**src/rtl/tccc_pkg.sv**
```systemverilog
`timescale 1ns / 1ps

package tccc_pkg;

	// Layout constants
	localparam int unsigned MARGIN       = 16;
	localparam int unsigned TAB_CELLS    = 8;
	localparam int unsigned TAB_W_NARROW = TAB_CELLS * 4;
	localparam int unsigned TAB_W_WIDE   = TAB_CELLS * 8;

	// Output word queue
	localparam int unsigned OUTQ_DEPTH = 4;
	localparam int unsigned OUTQ_AW    = $clog2(OUTQ_DEPTH);

	// Configuration register indexes
	localparam logic [1:0] CFG_ENABLE = 2'd0;
	localparam logic [1:0] CFG_WIDTH  = 2'd1;
	localparam logic [1:0] CFG_HEIGHT = 2'd2;
	localparam logic [1:0] CFG_FONT   = 2'd3;

	// Font select codes
	localparam logic [1:0] FONT_4X6  = 2'd0;
	localparam logic [1:0] FONT_8X8  = 2'd1;
	localparam logic [1:0] FONT_8X16 = 2'd2;

	// Control characters
	localparam logic [7:0] CHAR_BS  = 8'd8;
	localparam logic [7:0] CHAR_TAB = 8'd9;
	localparam logic [7:0] CHAR_LF  = 8'd10;
	localparam logic [7:0] CHAR_CR  = 8'd13;

	localparam logic [6:0] GLYPH_SUB = 7'd63; // '?'

	typedef enum logic [1:0] {
		OP_PUT_CHAR = 2'd0,
		OP_SET_PEN  = 2'd1,
		OP_CLEAR    = 2'd2
	} op_e_t;

	typedef enum logic [1:0] {
		ACT_DRAW   = 2'd0,
		ACT_ERASE  = 2'd1,
		ACT_SCROLL = 2'd2,
		ACT_CLEAR  = 2'd3
	} act_e_t;

	typedef struct packed {
		logic        enable;
		logic [12:0] width;
		logic [12:0] height;
		logic [1:0]  font;
	} cfg_t;

	typedef struct packed {
		act_e_t      action;
		logic [12:0] cell_x;
		logic [12:0] cell_y;
		logic [6:0]  glyph_code;
		logic        last_of_run;
	} res_t;

	typedef struct packed {
		res_t       r0;
		res_t       r1;
		logic [1:0] count;
	} step_res_t;

	function automatic res_t mk_res(act_e_t act, logic [12:0] x, logic [12:0] y,
		logic [6:0] g);
		res_t r;
		r.action      = act;
		r.cell_x      = x;
		r.cell_y      = y;
		r.glyph_code  = g;
		r.last_of_run = 1'b0;
		return r;
	endfunction

endpackage

```
**src/rtl/text_console_cursor_control_top.sv**
```systemverilog
`timescale 1ns / 1ps

// Text console cursor control.
// Input channel (in_valid/in_ready) takes one word per operation: put
// character, set pen or clear screen. Output channel (out_valid/out_ready)
// delivers drawing commands, at most two per input word, the final one
// flagged by last_of_run. The cfg channel (cfg_valid/cfg_ready, always
// ready) writes enable, screen width, screen height and font select; write
// it only while no work is in flight.
// A word in the input register moves through the core into the output queue
// once the queue has room; its first command shows on out_valid once it is
// queued. Throughput: one input word per cycle while each makes at most one
// command and out_ready stays high; words making two commands (scroll then
// draw) are paced by the one-word-per-cycle drain of the four-entry queue.
// Reset clears the pen to the margin, loads the config reset values
// (console disabled) and empties the pipeline and queue.
// When the receiver stalls, the queue fills; the input register holds its
// word and in_ready falls once fewer than two queue slots are free.
module text_console_cursor_control_top (
	input  logic        clk,
	input  logic        arst_n,
	input  logic        in_valid,
	output logic        in_ready,
	input  logic [1:0]  opcode,
	input  logic [7:0]  char_code,
	input  logic [11:0] new_pen_x,
	input  logic [11:0] new_pen_y,
	output logic        out_valid,
	input  logic        out_ready,
	output logic [1:0]  action,
	output logic [12:0] cell_x,
	output logic [12:0] cell_y,
	output logic [6:0]  glyph_code,
	output logic        last_of_run,
	input  logic        cfg_valid,
	output logic        cfg_ready,
	input  logic [1:0]  cfg_index,
	input  logic [12:0] cfg_data
);

	tccc_pkg::cfg_t      cfg_q;
	tccc_pkg::step_res_t core_res;
	tccc_pkg::res_t      head;
	logic                q_room;
	logic                take;

	// Input register
	logic        valid_s1;
	logic [1:0]  opcode_s1;
	logic [7:0]  char_s1;
	logic [11:0] pen_x_s1, pen_y_s1;

	// Config registers, always writable
	assign cfg_ready = 1'b1;

	always_ff @(posedge clk or negedge arst_n) begin
		if (!arst_n) begin
			cfg_q.enable <= 1'b0;
			cfg_q.width  <= 13'd640;
			cfg_q.height <= 13'd480;
			cfg_q.font   <= tccc_pkg::FONT_8X8;
		end else if (cfg_valid) begin
			unique case (cfg_index)
				tccc_pkg::CFG_ENABLE: cfg_q.enable <= cfg_data[0];
				tccc_pkg::CFG_WIDTH:  cfg_q.width  <= cfg_data;
				tccc_pkg::CFG_HEIGHT: cfg_q.height <= cfg_data;
				tccc_pkg::CFG_FONT:   cfg_q.font   <= cfg_data[1:0];
			endcase
		end
	end

	// The stage-1 word moves into the core when the queue can take two words
	assign take     = valid_s1 && q_room;
	assign in_ready = !valid_s1 || q_room;

	always_ff @(posedge clk or negedge arst_n) begin
		if (!arst_n) begin
			valid_s1 <= 1'b0;
		end else if (in_ready) begin
			valid_s1 <= in_valid;
		end
	end

	always_ff @(posedge clk) begin
		if (in_valid && in_ready) begin
			opcode_s1 <= opcode;
			char_s1   <= char_code;
			pen_x_s1  <= new_pen_x;
			pen_y_s1  <= new_pen_y;
		end
	end

	tccc_core u_core (
		.clk       (clk),
		.arst_n    (arst_n),
		.step      (take),
		.opcode    (opcode_s1),
		.char_code (char_s1),
		.new_pen_x (pen_x_s1),
		.new_pen_y (pen_y_s1),
		.cfg       (cfg_q),
		.res       (core_res)
	);

	tccc_outq u_outq (
		.clk       (clk),
		.arst_n    (arst_n),
		.push      (core_res),
		.room      (q_room),
		.out_valid (out_valid),
		.out_ready (out_ready),
		.head      (head)
	);

	assign action      = head.action;
	assign cell_x      = head.cell_x;
	assign cell_y      = head.cell_y;
	assign glyph_code  = head.glyph_code;
	assign last_of_run = head.last_of_run;

endmodule

```
**src/rtl/tccc_core.sv**
```systemverilog
`timescale 1ns / 1ps

// Pen state and per-word command generation, one word per cycle while step is high.
module tccc_core (
	input  logic                   clk,
	input  logic                   arst_n,
	input  logic                   step,
	input  logic [1:0]             opcode,
	input  logic [7:0]             char_code,
	input  logic [11:0]            new_pen_x,
	input  logic [11:0]            new_pen_y,
	input  tccc_pkg::cfg_t         cfg,
	output tccc_pkg::step_res_t    res
);

	localparam logic [12:0] MARGIN_POS = 13'(tccc_pkg::MARGIN);

	logic [12:0] pen_col_q, pen_row_q;
	logic [12:0] nxt_col, nxt_row;

	logic [3:0]  fw;
	logic [4:0]  fh;
	logic [14:0] lf_row_a;
	logic        lf_scroll;
	logic [12:0] lf_row;
	logic [12:0] bs_col;
	logic [12:0] tab_v, tab_rem;
	logic [14:0] tab_w, tab_col;
	logic        tab_wrap;
	logic        chr_wrap;
	logic [6:0]  glyph;
	tccc_pkg::res_t r0, r1;
	logic [1:0]  n;

	always_comb begin
		fw = (cfg.font == tccc_pkg::FONT_4X6) ? 4'd4 : 4'd8;
		unique case (cfg.font)
			tccc_pkg::FONT_4X6:  fh = 5'd6;
			tccc_pkg::FONT_8X16: fh = 5'd16;
			default:             fh = 5'd8;
		endcase
	end

	// Line feed: scroll if the new line would pass the bottom
	assign lf_row_a  = {2'b0, pen_row_q} + {10'b0, fh};
	assign lf_scroll = (lf_row_a + {10'b0, fh}) > {2'b0, cfg.height};
	assign lf_row    = lf_scroll ? pen_row_q : lf_row_a[12:0];

	// Backspace saturates at zero
	assign bs_col = (pen_col_q >= {9'b0, fw}) ? pen_col_q - {9'b0, fw} : 13'd0;

	// Tab: next stop past the margin
	assign tab_v   = pen_col_q - MARGIN_POS;
	assign tab_w   = (cfg.font == tccc_pkg::FONT_4X6) ? 15'(tccc_pkg::TAB_W_NARROW)
		: 15'(tccc_pkg::TAB_W_WIDE);
	assign tab_rem = (cfg.font == tccc_pkg::FONT_4X6) ? 13'(tab_v % tccc_pkg::TAB_W_NARROW)
		: 13'(tab_v % tccc_pkg::TAB_W_WIDE);
	assign tab_col = (pen_col_q < MARGIN_POS) ? {2'b0, MARGIN_POS}
		: {2'b0, MARGIN_POS} + {2'b0, tab_v} + tab_w - {2'b0, tab_rem};
	assign tab_wrap = (tab_col + {11'b0, fw}) > {2'b0, cfg.width};

	assign chr_wrap = ({2'b0, pen_col_q} + {11'b0, fw} + {2'b0, MARGIN_POS})
		> {2'b0, cfg.width};
	assign glyph    = char_code[7] ? tccc_pkg::GLYPH_SUB : char_code[6:0];

	always_comb begin
		nxt_col = pen_col_q;
		nxt_row = pen_row_q;
		r0      = '0;
		r1      = '0;
		n       = 2'd0;
		if (step && cfg.enable) begin
			unique case (tccc_pkg::op_e_t'(opcode))
				tccc_pkg::OP_SET_PEN: begin
					nxt_col = {1'b0, new_pen_x};
					nxt_row = {1'b0, new_pen_y};
				end
				tccc_pkg::OP_CLEAR: begin
					r0      = tccc_pkg::mk_res(tccc_pkg::ACT_CLEAR, 13'd0, 13'd0, 7'd0);
					n       = 2'd1;
					nxt_col = MARGIN_POS;
					nxt_row = MARGIN_POS;
				end
				tccc_pkg::OP_PUT_CHAR: begin
					unique case (char_code)
						tccc_pkg::CHAR_CR: nxt_col = MARGIN_POS;
						tccc_pkg::CHAR_LF: begin
							nxt_col = MARGIN_POS;
							nxt_row = lf_row;
							if (lf_scroll) begin
								r0 = tccc_pkg::mk_res(tccc_pkg::ACT_SCROLL, 13'd0, 13'd0, 7'd0);
								n  = 2'd1;
							end
						end
						tccc_pkg::CHAR_BS: begin
							if (pen_col_q > MARGIN_POS) begin
								nxt_col = bs_col;
								r0 = tccc_pkg::mk_res(tccc_pkg::ACT_ERASE, bs_col, pen_row_q, 7'd0);
								n  = 2'd1;
							end
						end
						tccc_pkg::CHAR_TAB: begin
							if (tab_wrap) begin
								nxt_col = MARGIN_POS;
								nxt_row = lf_row;
								if (lf_scroll) begin
									r0 = tccc_pkg::mk_res(tccc_pkg::ACT_SCROLL, 13'd0, 13'd0, 7'd0);
									n  = 2'd1;
								end
							end else begin
								nxt_col = tab_col[12:0];
							end
						end
						default: begin
							if (chr_wrap) begin
								nxt_row = lf_row;
								nxt_col = MARGIN_POS + {9'b0, fw};
								if (lf_scroll) begin
									r0 = tccc_pkg::mk_res(tccc_pkg::ACT_SCROLL, 13'd0, 13'd0, 7'd0);
									r1 = tccc_pkg::mk_res(tccc_pkg::ACT_DRAW, MARGIN_POS, lf_row, glyph);
									n  = 2'd2;
								end else begin
									r0 = tccc_pkg::mk_res(tccc_pkg::ACT_DRAW, MARGIN_POS, lf_row, glyph);
									n  = 2'd1;
								end
							end else begin
								nxt_col = pen_col_q + {9'b0, fw};
								r0 = tccc_pkg::mk_res(tccc_pkg::ACT_DRAW, pen_col_q, pen_row_q, glyph);
								n  = 2'd1;
							end
						end
					endcase
				end
				default: ; // reserved opcode, ignored
			endcase
		end
		if (n == 2'd1) r0.last_of_run = 1'b1;
		if (n == 2'd2) r1.last_of_run = 1'b1;
	end

	always_ff @(posedge clk or negedge arst_n) begin
		if (!arst_n) begin
			pen_col_q <= MARGIN_POS;
			pen_row_q <= MARGIN_POS;
		end else begin
			pen_col_q <= nxt_col;
			pen_row_q <= nxt_row;
		end
	end

	assign res.r0    = r0;
	assign res.r1    = r1;
	assign res.count = n;

endmodule

```
**src/rtl/tccc_outq.sv**
```systemverilog
`timescale 1ns / 1ps

// Small result queue: up to two words in, one word out per cycle while out_ready is high.
module tccc_outq (
	input  logic                clk,
	input  logic                arst_n,
	input  tccc_pkg::step_res_t push,
	output logic                room,
	output logic                out_valid,
	input  logic                out_ready,
	output tccc_pkg::res_t      head
);

	localparam int unsigned AW = tccc_pkg::OUTQ_AW;

	tccc_pkg::res_t mem_q [tccc_pkg::OUTQ_DEPTH];
	logic [AW-1:0]  wr_q, rd_q;
	logic [AW:0]    cnt_q;
	logic           pop;
	logic [AW-1:0]  wr_nxt1;

	assign pop       = out_valid && out_ready;
	assign out_valid = (cnt_q != '0);
	assign head      = mem_q[rd_q];
	assign room      = cnt_q <= (AW+1)'(tccc_pkg::OUTQ_DEPTH - 2);
	assign wr_nxt1   = wr_q + AW'(1);

	always_ff @(posedge clk) begin
		if (push.count != 2'd0) mem_q[wr_q] <= push.r0;
		if (push.count == 2'd2) mem_q[wr_nxt1] <= push.r1;
	end

	always_ff @(posedge clk or negedge arst_n) begin
		if (!arst_n) begin
			wr_q  <= '0;
			rd_q  <= '0;
			cnt_q <= '0;
		end else begin
			wr_q  <= wr_q + AW'(push.count);
			if (pop) rd_q <= rd_q + AW'(1);
			cnt_q <= cnt_q + (AW+1)'(push.count) - (AW+1)'(pop);
		end
	end

endmodule

```
**config.mk**
```make
export PLATFORM = sky130hd
export DESIGN_NAME = text_console_cursor_control_top
export DESIGN_NICKNAME = d
export VERILOG_FILES = /design/src/rtl/tccc_pkg.sv /design/src/rtl/text_console_cursor_control_top.sv /design/src/rtl/tccc_core.sv /design/src/rtl/tccc_outq.sv
export SDC_FILE = /design/constraint.sdc
export NUM_CORES = 1
export LEC_CHECK = 0
export ABC_AREA = 1
export BUFFER_PORTS_ARGS = -buffer_cell sky130_fd_sc_hd__buf_2
export CAP_MARGIN = 10
export CELL_PAD_IN_SITES_DETAIL_PLACEMENT = 1
export CELL_PAD_IN_SITES_GLOBAL_PLACEMENT = 2
export CORE_MARGIN = 1
export CORE_UTILIZATION = 38
export CTS_BUF_LIST = sky130_fd_sc_hd__clkbuf_4
export DETAILED_ROUTE_END_ITERATION = 16
export PLACE_DENSITY = 0.88
export SYNTH_ARGS = -nofsm -noshare
export SYNTH_HDL_FRONTEND = slang
export SYNTH_HIERARCHICAL = 1
export SYNTH_SLANG_ARGS = --single-unit
```
**constraint.sdc**
```tcl
create_clock -name clk -period 10.5 [get_ports clk]
set_clock_uncertainty 0.1 [all_clocks]
set_input_delay 1.05 -clock clk [delete_from_list [all_inputs] [get_ports clk]]
set_output_delay 1.05 -clock clk [all_outputs]
set_load 0.02 [all_outputs]
```
==> reports/metrics.csv <==
stage,metric,value,unit
yosys,synth_top_family_by_area,simple AND/OR/NAND/NOR gates,
sta,worst_pin_slew,1.157,ns
global_routing,grt_pass1_wl,85.50,mm
routing,viasPerCell,5.128,
die,dieArea,44110,um^2
routing,dr.pass1.iters,5,
yosys,synthMuxAreaShare,0,%
clock_tree,cts_buffers,70,
setup_path,worstPathArrival,8.69,ns
clock_tree,cts_tree,done,
die,fp-row-count,75,
clock_tree,worstSkewPairLatency,0.81,ns
placed_design,finalWeightedCongestion,0.8715,
finish,drive_above_1_share,14.17,%
setup_path,crit_required,10.79,ns
placed_design,dp_cells,2735,
finish,final_cell_mix,"nand2_1 (743), inv_1 (200), edfxtp_1 (178), nor2_1 (175), nand3_1 (163)",
sta,hold_viol_final,0,
routing,wl_per_cell,18.82,um
sta,slew_headroom,22.65,%
clock_tree,cts_root_buf,clkbuf_4,
setup_path,cp-end-kind,flop,
job,maxCapViolCount,0,
setup_path,crit_path_max_fanout,61,
routing,vias,14660,
hold_path,hold_path_class,in -> reg,
power_and_ir_drop,finalPower,4948,uW
yosys,synth_compound_area_share,7.662,%
power_and_ir_drop,worst_ir_drop_vdd,0.0001284,V
sta,max_clock_freq,119.1,MHz
global_routing,antenna_found_initial,2,
routing,drc,0,
global_routing,grt_max_degree,111,
clock_tree,hold_buffers,0,
finish,nets,2352,
yosys,synth.cell_area,16440,um^2
sta,period_minus_slack,8.395,ns
yosys,ys_seq_elements,241,
finish,post-route-util,42.52,%
die,initial_core_util,38.85,%
setup_path,rr_startpoint,cfg_q[0],
setup_path,critPathMaxStageDelay,0.85,ns
sta,grt_setup_unrepaired,no,
die,fp.dieW,210.0,um
finish,regArea,6934,um^2
setup_path,startpoint,cfg_q[0],
setup_path,crit_path_frequent_cell,nand2_1,
placed_design,dp_hpwl,38.02,mm
sta,setup_tns,0,ns
routing,wl,53.82,mm
yosys,synth_edf_count,178,
sta,holdWs,0.3189,ns
setup_path,setup.worst_path.class,reg -> reg,
sta,finalCritPeriodShare,79.95,%
die,io_pins,93,
yosys,async_reset_ff_share,26.14,%
run_status,outcome,completed,
routing,drtIter0Drc,725,
yosys,synthAdderAreaFrac,5.311,%
sta,finalMaxSlewViolations,0,
sta,finalSetupViolations,0,
clock_tree,cts_sinks,241,
power_and_ir_drop,p_per_area,274.9,nW/um^2
clock_tree,clockBufferDepth,3,
clock_tree,htree_levels,3,
finish,syn2layout_area_growth,9.451,%
global_routing,grt_overflow,0,
yosys,synthCells,2157,
yosys,yosys_warnings,6,
clock_tree,post_cts_buffers,0,
yosys,yosys_most_used_dff,edfxtp_1,
setup_path,reg2reg_depth,32,
global_routing,grt_pass1_vias,15590,
global_routing,grt.total_usage,25.08,%
die,fp.dieH,210.0,um
clock_tree,cts.clk_slew.worst_paths,0.06,ns
finish,fillers,5327,
clock_tree,cts_resized,0,
yosys,synth_cell_types,54,
yosys,synth_area_per_cell,7.623,um^2
finish,multiInputGateArea,8000,um^2
placed_design,io_buffers,91,
yosys,synthSimpleGateAreaFrac,32.69,%
power_and_ir_drop,static-leakage-power,0.008736,uW
hold_path,hold_start,char_code[5],
finish,fin_cells,2859,
routing,antenna_left,0,
setup_path,r2r_slack,2.11,ns
yosys,yosys.area_share.xor_xnor,2.496,%
finish,final_common_cell,nand2_1,
hold_path,whs_path_depth,1,
yosys,yosysSeqAreaShare,42.16,%
setup_path,slowest_stage,nand2_2,
setup_path,timing.critical_path.from_type,flop,
die,design.core.area,42320,um^2
## kinds of logic after synthesis
| kind of cell | count (synthesis) |
|---|---|
| simple gates | 1228 |
| buf+inv | 343 |
| flops | 241 |
| compound gates | 229 |
| fa+ha+maj | 68 |
| xor+xnor | 46 |
| other cells | 2 |
## critical path, delay by kind of cell, from the launching register on
family	cells	cell delay, ns
buffers and inverters	8	1.90
flip-flops	1	0.61
AND/OR/NAND/NOR	16	3.15
adder cells (fa/ha/maj)	3	0.82
XOR/XNOR	2	0.31
AO/OA/AOI/OAI	3	1.09
## Yosys cell counts (2+ instances only)
master     count  share of area (%)
buf_4         38                1.7
a21oi_1       80                2.4
nand3_2       10               0.61
clkinv_1       2              0.046
buf_1          2              0.046
a32o_1         2               0.12
dfstp_2        9                1.4
edfxtp_1     178                 33
xor2_1        40                2.1
a31oi_1        6               0.23
nor2_2        14               0.53
nor2_4        16                1.1
inv_2         17               0.39
conb_1         2              0.046
dfrtp_1       54                8.2
inv_1        200                4.6
nor3_1        17               0.52
nand2_4       10               0.68
buf_6          7               0.48
nand3b_1       5               0.23
o2111ai_1      8               0.43
and2_1         2              0.076
ha_1          65                4.9
fa_1           3               0.37
nand4_1       46                1.8
xnor2_1        5               0.27
nor4_1         3               0.11
buf_2         46                1.4
a21oi_2        2               0.11
o21ai_1        6               0.18
nand3_4        3               0.32
o211ai_1      14               0.64
o21a_1         3               0.14
nand3_1      163                5.0
o21ai_0      104                3.2
clkbuf_1      25               0.57
nor2_1       176                4.0
nand2_2       16               0.61
nand2_1      743                 17
## sequential cells by signal (all words and copies together) (netlist names), 3 cells and up
name / flops
u_outq/mem_q: 144
cfg_q: 29
u_core/pen_col_q: 13
u_core/pen_row_q: 13
pen_x_s1: 12
pen_y_s1: 12
char_s1: 8
u_outq/cnt_q: 3
## through the flow
stage / cell area [um^2] / worst slack, ns
finish: 18000 / 2.105
global placement: 17090 / 2.506
CTS: 17990 / 2.116
floorplan: 16490 / 2.745
global route: 18000 / 1.493
detailed placement: 17090 / 2.209
## layer usage
layer  share of wire (%)  track usage (%)
met3                 4.7            4.425
met2                  47            42.52
met5                   0                0
met1                  45            32.04
met4                 2.9            8.986
## report_power, final
part           leakage (uW)  switching (uW)  internal (uW)  total (uW)
Sequential          0.00239             168           1180        1350
Clock              0.000528             439            488         927
Combinational       0.00582            1860            806        2670
Total               0.00874            2470           2480        4950
## path summary, 6_finish.rpt
| check | to |
|---|---|
| min in group asynchronous | u_core/pen_row_q[11] |
| setup / recovery | u_outq/mem_q[1][35] |
| setup reg to reg | u_outq/mem_q[1][35] |
| max in group asynchronous | u_outq/rd_q[0] |
| hold reg to reg | cfg_q[7] |
| hold / removal | char_s1[5] |
## final cells by class
cell class / instances / area share, %
flip-flops and latches: 241 / 38.53
clock inverters: 28 / 1.105
inverters: 223 / 4.741
repair buffers: 108 / 3.240
well taps: 577 / 4.011
multi-input cells: 1586 / 44.45
diodes: 3 / 0.04171
clock buffers: 93 / 3.879
Note: power is estimated with default switching activity, not from simulation.
